$ cat src/design/qpht_pkg.sv
// Shared constants, codes and controller/datapath interface types.
// Used by every module of the quadratic probe hash table but the generic RAM.
`default_nettype none

package qpht_pkg;

    // Default sizing and fixed field widths.
    localparam int DEF_MAX_SLOTS = 16384;
    localparam int DEF_KEY_BITS  = 20;
    localparam int TSIZE_W       = 15;
    localparam int STATUS_W      = 3;
    localparam int SLOT_W        = 14;
    localparam int COUNT_W       = 15;
    localparam int CMD_W         = 2;

    localparam logic [TSIZE_W-1:0] RESET_TSIZE = 15'd16381;

    // Command codes.
    localparam logic [CMD_W-1:0] CMD_INSERT = 2'd0;
    localparam logic [CMD_W-1:0] CMD_LOOKUP = 2'd1;
    localparam logic [CMD_W-1:0] CMD_CLEAR  = 2'd2;

    // Status codes.
    localparam logic [STATUS_W-1:0] ST_INSERTED  = 3'd0;
    localparam logic [STATUS_W-1:0] ST_FULL      = 3'd1;
    localparam logic [STATUS_W-1:0] ST_FOUND     = 3'd2;
    localparam logic [STATUS_W-1:0] ST_NOT_FOUND = 3'd3;
    localparam logic [STATUS_W-1:0] ST_CLEARED   = 3'd4;

    // Source of the probe count in a result word.
    typedef enum logic [1:0] {
        CNT_ZERO,
        CNT_NEXT,
        CNT_SIZE,
        CNT_SIZE1
    } t_cnt_sel;

    // Commands from the controller to the datapath.
    typedef struct packed {
        logic                load;
        logic                mod_step;
        logic                probe_init;
        logic                rd;
        logic                advance;
        logic                wr_key;
        logic                clr_init;
        logic                clr_wr;
        logic                res_load;
        logic [STATUS_W-1:0] res_status;
        logic                res_keep;
        t_cnt_sel            res_cnt;
    } t_dp_cmd;

    // Status from the datapath to the controller.
    typedef struct packed {
        logic mod_done;
        logic slot_valid;
        logic key_match;
        logic last_probe;
        logic clr_done;
    } t_dp_stat;

endpackage

`default_nettype wire

$ cat src/design/qpht_ctrl.sv
// Controller state machine: input handshake, operation sequencing and
// output valid. Depends on qpht_pkg.
`default_nettype none

module qpht_ctrl
    import qpht_pkg::*;
(
    input  wire logic             i_clk,
    input  wire logic             i_rst_n,
    input  wire logic             i_valid,
    input  wire logic [CMD_W-1:0] i_command,
    input  wire logic             i_stall,
    input  wire t_dp_stat         i_stat,
    output logic                  o_stall,
    output logic                  o_valid,
    output t_dp_cmd               o_cmd
);

    typedef enum logic [2:0] {
        S_BOOT,
        S_IDLE,
        S_MOD,
        S_HOME,
        S_RD,
        S_CHK,
        S_SWEEP,
        S_CLRRES
    } t_state;

    t_state           r_state;
    t_state           n_state;
    logic [CMD_W-1:0] r_op;
    logic [CMD_W-1:0] n_op;
    logic             r_out_valid;
    logic             n_out_valid;
    logic             w_accept;
    logic             w_out_free;

    assign w_accept   = i_valid && (r_state == S_IDLE);
    assign w_out_free = !r_out_valid || !i_stall;

    // Next state and datapath commands.
    always_comb begin
        n_state = r_state;
        n_op    = r_op;
        o_cmd   = '0;
        case (r_state)
            S_BOOT: begin
                o_cmd.clr_wr = 1'b1;
                if (i_stat.clr_done) begin
                    n_state = S_IDLE;
                end
            end
            S_IDLE: begin
                if (w_accept) begin
                    n_op = i_command;
                    if (i_command == CMD_CLEAR) begin
                        o_cmd.clr_init = 1'b1;
                        n_state        = S_SWEEP;
                    end else if (i_command == CMD_INSERT || i_command == CMD_LOOKUP) begin
                        o_cmd.load = 1'b1;
                        n_state    = S_MOD;
                    end
                end
            end
            S_MOD: begin
                o_cmd.mod_step = 1'b1;
                if (i_stat.mod_done) begin
                    n_state = S_HOME;
                end
            end
            S_HOME: begin
                o_cmd.probe_init = 1'b1;
                n_state          = S_RD;
            end
            S_RD: begin
                o_cmd.rd = 1'b1;
                n_state  = S_CHK;
            end
            S_CHK: begin
                // Insert ends on an empty slot; lookup on empty or match; both end after the last probe.
                if (!i_stat.slot_valid) begin
                    if (w_out_free) begin
                        o_cmd.res_load = 1'b1;
                        o_cmd.res_cnt  = CNT_NEXT;
                        if (r_op == CMD_INSERT) begin
                            o_cmd.wr_key     = 1'b1;
                            o_cmd.res_status = ST_INSERTED;
                            o_cmd.res_keep   = 1'b1;
                        end else begin
                            o_cmd.res_status = ST_NOT_FOUND;
                        end
                        n_state = S_IDLE;
                    end
                end else if (r_op == CMD_LOOKUP && i_stat.key_match) begin
                    if (w_out_free) begin
                        o_cmd.res_load   = 1'b1;
                        o_cmd.res_status = ST_FOUND;
                        o_cmd.res_keep   = 1'b1;
                        o_cmd.res_cnt    = CNT_NEXT;
                        n_state          = S_IDLE;
                    end
                end else if (i_stat.last_probe) begin
                    if (w_out_free) begin
                        o_cmd.res_load = 1'b1;
                        if (r_op == CMD_INSERT) begin
                            o_cmd.res_status = ST_FULL;
                            o_cmd.res_cnt    = CNT_SIZE;
                        end else begin
                            o_cmd.res_status = ST_NOT_FOUND;
                            o_cmd.res_cnt    = CNT_SIZE1;
                        end
                        n_state = S_IDLE;
                    end
                end else begin
                    o_cmd.advance = 1'b1;
                    n_state       = S_RD;
                end
            end
            S_SWEEP: begin
                o_cmd.clr_wr = 1'b1;
                if (i_stat.clr_done) begin
                    n_state = S_CLRRES;
                end
            end
            S_CLRRES: begin
                if (w_out_free) begin
                    o_cmd.res_load   = 1'b1;
                    o_cmd.res_status = ST_CLEARED;
                    o_cmd.res_cnt    = CNT_ZERO;
                    n_state          = S_IDLE;
                end
            end
            default: begin
                n_state = S_IDLE;
            end
        endcase
    end

    // Output valid: set by a new result word, dropped when it is taken.
    always_comb begin
        n_out_valid = r_out_valid && i_stall;
        if (o_cmd.res_load) begin
            n_out_valid = 1'b1;
        end
    end

    // State and registered outputs.
    always_ff @(posedge i_clk) begin
        if (!i_rst_n) begin
            r_state     <= S_BOOT;
            r_op        <= CMD_INSERT;
            r_out_valid <= 1'b0;
        end else begin
            r_state     <= n_state;
            r_op        <= n_op;
            r_out_valid <= n_out_valid;
        end
    end

    assign o_stall = (r_state != S_IDLE);
    assign o_valid = r_out_valid;

endmodule

`default_nettype wire

$ cat config.mk
export PLATFORM = sky130hd
export DESIGN_NAME = qpht_ctrl
export DESIGN_NICKNAME = d
export VERILOG_FILES = /design/src/design/qpht_pkg.sv /design/src/design/qpht_ctrl.sv
export SDC_FILE = /design/constraint.sdc
export NUM_CORES = 1
export LEC_CHECK = 0
export ABC_AREA = 1
export BUFFER_PORTS_ARGS = -buffer_cell sky130_fd_sc_hd__buf_4
export CAP_MARGIN = 20
export CORE_MARGIN = 2
export CORE_UTILIZATION = 29
export CTS_CLUSTER_SIZE = 25
export DETAILED_ROUTE_END_ITERATION = 12
export SLEW_MARGIN = 40
export SYNTH_ARGS = -nofsm -noshare
export SYNTH_HDL_FRONTEND = slang
export SYNTH_SLANG_ARGS = --single-unit
$ cat constraint.sdc
create_clock -name i_clk -period 1 [get_ports i_clk]
set_input_delay 0.1 -clock i_clk [delete_from_list [all_inputs] [get_ports i_clk]]
set_output_delay 0.1 -clock i_clk [all_outputs]
set_load 0.05 [all_outputs]
After elaboration in Yosys (flattened, before gate mapping)
Cells that the tools add are included.
Cells by class
  multiplexer cells: 47
  reductions and logical operators: 13
  eq/ne operators: 16
Operators by type and width (count)
  $mux 3: 10
  $pmux 3 s8: 1
  $mux 1: 21
  $mux 7: 3
  $mux 4: 4
  $mux 2: 7
  $eq 3x3->1 const B: 4
  $ne 2x2->1 const B: 4
  $pmux 4 s2: 1
  $eq 3x2->1 const B: 2
  $ne 3x1->1 const B: 2
  $reduce_and 5->1: 1
  $eq 2x1->1 const B: 2
  $logic_not 2->1: 2
  $eq 3x1->1 const B: 1
  $logic_and 1x1->1: 3
  $logic_not 3->1: 1
  $eq 2x2->1 const B: 1
  $logic_not 1->1: 2
  $logic_or 1x1->1: 2
  $reduce_and 2->1: 1
  $reduce_or 2->1: 1
Storage, ports and cells
  logic and storage cells: 79
  flip-flop bits (word level): 6
  output and inout bits: 17

Depth between registers and ports, before layout
  depth after elaboration: 8
  gate-level depth with buffers: 8
  depth with buffers taken out: 8

Worst setup path before layout
No wires, ideal clock.
  path kind: reg2out
  from: register r_out_valid (netlist: o_valid)
  to: output o_cmd[2] (netlist name)
  cell stages (with the launch flop): 4
  arrival: 1983 ps
  slack: -1083 ps
  path buffers: 0
  cells stage by stage: dfxtp_1 nand2_1 nand2_1 a211oi_1
RTL lines
  from (decl): line qpht_ctrl.sv:34  | logic r_out_valid;
  from (signal assigned): line qpht_ctrl.sv:157  | r_out_valid <= n_out_valid;
  to (decl): line qpht_ctrl.sv:16  | output t_dp_cmd o_cmd

==> flow_metrics.py <==
metrics = {
    "floorplan": {
        "pin_count": 28,
        "fp.dieArea_sq_um": 2310,
        "dieWidth_um": 48.1,
        "rows": 15,
        "die_y_um": 48.1,
        "start_util_pct": 31.6,
        "fp.coreArea_sq_um": 1780,
    },
    "placed_design": {
        "portBuffers": 27,
        "place_congestion": 0.808,
        "dp_hpwl_mm": 1.48,
        "placed_area_sq_um": 1150,
        "pre_cts_ws_ns": -0.291,
    },
    "power": {
        "p_seq_share_pct": 14.9,
        "intPower_mw": 1.45,
        "leakage_nw": 0.688,
        "p_per_area_nw_per_um2": 1990,
        "combPwrFrac_pct": 76.4,
        "clockPowerShare_pct": 8.7,
        "power_mw": 2.90,
        "p_switching_mw": 1.45,
        "switching_share_pct": 49.9,
        "ir_drop_mv": 2.01,
    },
    "routing": {
        "routedWlPerCell_um": 12.6,
        "drt-initial-drc-count": 9,
        "vias": 872,
        "drt-pass1-iter-count": 4,
        "wl_mm": 2.35,
        "postRouteAntennaNets": 0,
        "drc": 0,
        "post_drt_via_cell_ratio": 4.69,
    },
    "clock_tree": {
        "cts_tree": "done",
        "clock_latency_ns": 0.25,
        "numCtsBuffers": 3,
        "cts_sinks": 6,
        "cts.path.max_buffers": 2,
        "clockRootBuffer": "clkbuf_4",
        "h-tree-depth": 1,
        "clk_pin_slew_ns": 0.05,
        "cts.hold.buffers_added": 0,
    },
    "synth": {
        "yosys.area_share.simple_pct": 48.0,
        "synth_cell_types": 22,
        "synth_nets": 107,
        "synth.mux.area_fraction_pct": 0,
        "postSynthCellCount": 96,
        "yosysWarnings": 0,
        "synth_compound_area_share_pct": 19.3,
        "synth_top_family_by_area": "simple AND/OR/NAND/NOR gates",
        "synth_xor_area_share_pct": 0,
        "synth_fa_ha_area_share_pct": 0,
        "synth_seq_cells": 6,
        "seq_area_frac_synth_pct": 21.3,
        "syn_area_sq_um": 563,
        "avgSynthCellArea_sq_um": 5.86,
    },
    "worst_setup_path": {
        "path_class": "reg -> out",
        "crit_chain": "inv_2 > nand2_2 > nor2_4 > o21ai_2 > buf_4 > a21oi_4 > buf_6",
        "path_max_fanout": 4,
        "r2r_cells": 10,
        "crit_slowest_cell": "dfxtp_2",
        "cp.required_ns": 0.90,
        "r2r_end": "r_state[2]$_SDFFE_PN0P_",
        "critPathLaunchType": "flop",
        "cp.arrival_ns": 1.40,
        "end_kind": "output pin",
        "ff2ff_setup_slack_ns": -0.32,
        "cpPeakStageDelay_ns": 0.34,
        "reg2reg_from": "r_state[1]$_SDFFE_PN0P_",
    },
    "global_route": {
        "grt_usage_pct": 20.5,
        "grt_overflow": 0,
        "grt_max_degree": 7,
        "grt_pass1_wl_mm": 3.35,
        "antenna_found_initial": 0,
        "grt_pass1_vias": 790,
    },
    "layout": {
        "areaGrowthSynthToFinish_pct": 160,
        "nets": 173,
        "layout-drive-gt1-share_pct": 78.3,
        "antenna_cells": 0,
        "final_cell_area_sq_um": 1460,
    },
    "sta": {
        "timing_hold_violations_final": 0,
        "fin_ws_ns": -0.499,
        "tightest_slew_ns": 0.213,
        "min_period_ns": 1.50,
        "maxSlewHeadroom_pct": 85.7,
        "rsz0062_at_grt": "yes",
        "min_period_over_period_pct": 150,
        "setup_viol": 22,
        "finalClockSkew_ns": 0.00536,
        "fmax_mhz": 667,
        "drv_slew": 0,
    },
    "worst_hold_path": {
        "worstHoldPathCells": 3,
        "hold_path.startpoint": "i_rst_n",
        "hp-class": "in -> reg",
        "min_to": "o_valid$_SDFF_PN0_",
    },
    "outcome": {
        "status": "finished with violations",
        "violations": "negative setup slack",
    },
    "run": {
        "drv_cap": 0,
    },
}
==> placed cells by master, fill, tap and decap left out, types with 3 or more instances in the layout <==
master    count
buf_4        39
nand3_1       3
a21oi_2       4
nor2_1        5
inv_2         4
nand2_2      10
clkbuf_4      3
nor3_4        3
nor2_4       11
dfxtp_4       5
nand2_1      13
inv_1         7
nand2_4       5
buf_6        16
inv_4         3
buf_8         6
==> per-stage QoR <==
stage / setup TNS (ns) / utilization [%] / cells / hold WS [ns]
after CTS: -7.11 / 78.9 / 184 / 0.0436
final: -7.66 / 82.0 / 186 / 0.0498
after global placement: -2.89 / 64.4 / 171 / 0.295
after floorplan: -4.19 / - / 96 / 0.194
after global routing: -8.83 / 82.0 / 186 / 0.0565
after detailed placement: -3.09 / 64.4 / 171 / 0.303
==> state kept, by name, summed over array words and instances (netlist names) <==
name	cells
o_valid	1
r_state	3
r_op	2
==> cell type report <==
type	count	area (sq um)
multi-input combinational	73	616
timing repair buffer	61	563
fill	105	322
sequential	6	140
inverter	17	85.1
tap	25	31.3
clock buffer	4	26.3
==> power by group through the flow <==
stage                     combinational, mW  sequential [mW]  clock (mW)
after floorplan                        1.08            0.429           0
after global placement                 1.67            0.396           0
after detailed placement               1.68            0.397           0
after CTS                              2.05            0.425       0.262
after global routing                   2.35            0.440       0.266
final                                  2.22            0.434       0.251
==> logic make-up (layout without fill, tap and decap cells) <==
family	count (synthesis)	after routing
and+or+nand+nor	57	57
buffers and inverters	17	82
AOI/OAI and AO/OA	16	16
DFF	6	6
==> worst max-delay path, delay by kind of cell, from the launching register on <==
family	cells	cell delay (ns)
buffers and inverters	3	0.37
AND/OR/NAND/NOR	2	0.23
AO/OA/AOI/OAI	2	0.20
flip-flops	1	0.34
==> synthesized netlist by cell type <==
library cell	number	share of area (%)
a211oi_1	1	1.3
a21oi_1	7	6.2
a21oi_2	1	1.6
dfxtp_1	6	21
inv_1	13	8.7
inv_2	4	2.7
nand2_1	25	17
nand2_2	2	2.2
nand2_4	2	4.0
nand3_1	4	3.6
nand3_2	1	1.8
nor2_1	13	8.7
nor2_2	4	4.4
nor2_4	1	2.0
nor3_1	4	3.6
o211ai_1	1	1.3
o21a_1	1	1.3
o21ai_0	2	1.8
o21ai_1	1	0.89
o21ai_2	1	1.6
o21bai_4	1	3.3
or2_2	1	1.1
==> worst max path at each step <==
stage                                        from              endpoint  slack [ns]  cells past startpoint
after floorplan           r_state[2]$_SDFFE_PN0P_  r_op[1]$_SDFFE_PN0P_       -0.36                      6
after global placement       r_op[0]$_SDFFE_PN0P_              o_cmd[2]       -0.27                      4
after detailed placement     r_op[0]$_SDFFE_PN0P_              o_cmd[0]       -0.29                      7
after CTS                 r_state[1]$_SDFFE_PN0P_              o_cmd[3]       -0.45                      7
after global routing      r_state[1]$_SDFFE_PN0P_              o_cmd[3]       -0.57                      7
final                     r_state[1]$_SDFFE_PN0P_              o_cmd[3]       -0.50                      7
==> layer usage <==
layer / GRT usage (%) / wire length [um]
met3: 1.51 / 68
met1: 26.7 / 992
met4: 6.49 / 41
met2: 35.7 / 1250
met5: 0 / 0
==> timing repair <==
action                     CTS  global route
gates resized for setup     45            11
pin swaps                   11            11
cloned                       0             0
setup buffers               10             3
setup endpoints to repair   22            22
No activity file was read; power rests on OpenSTA's default activity.
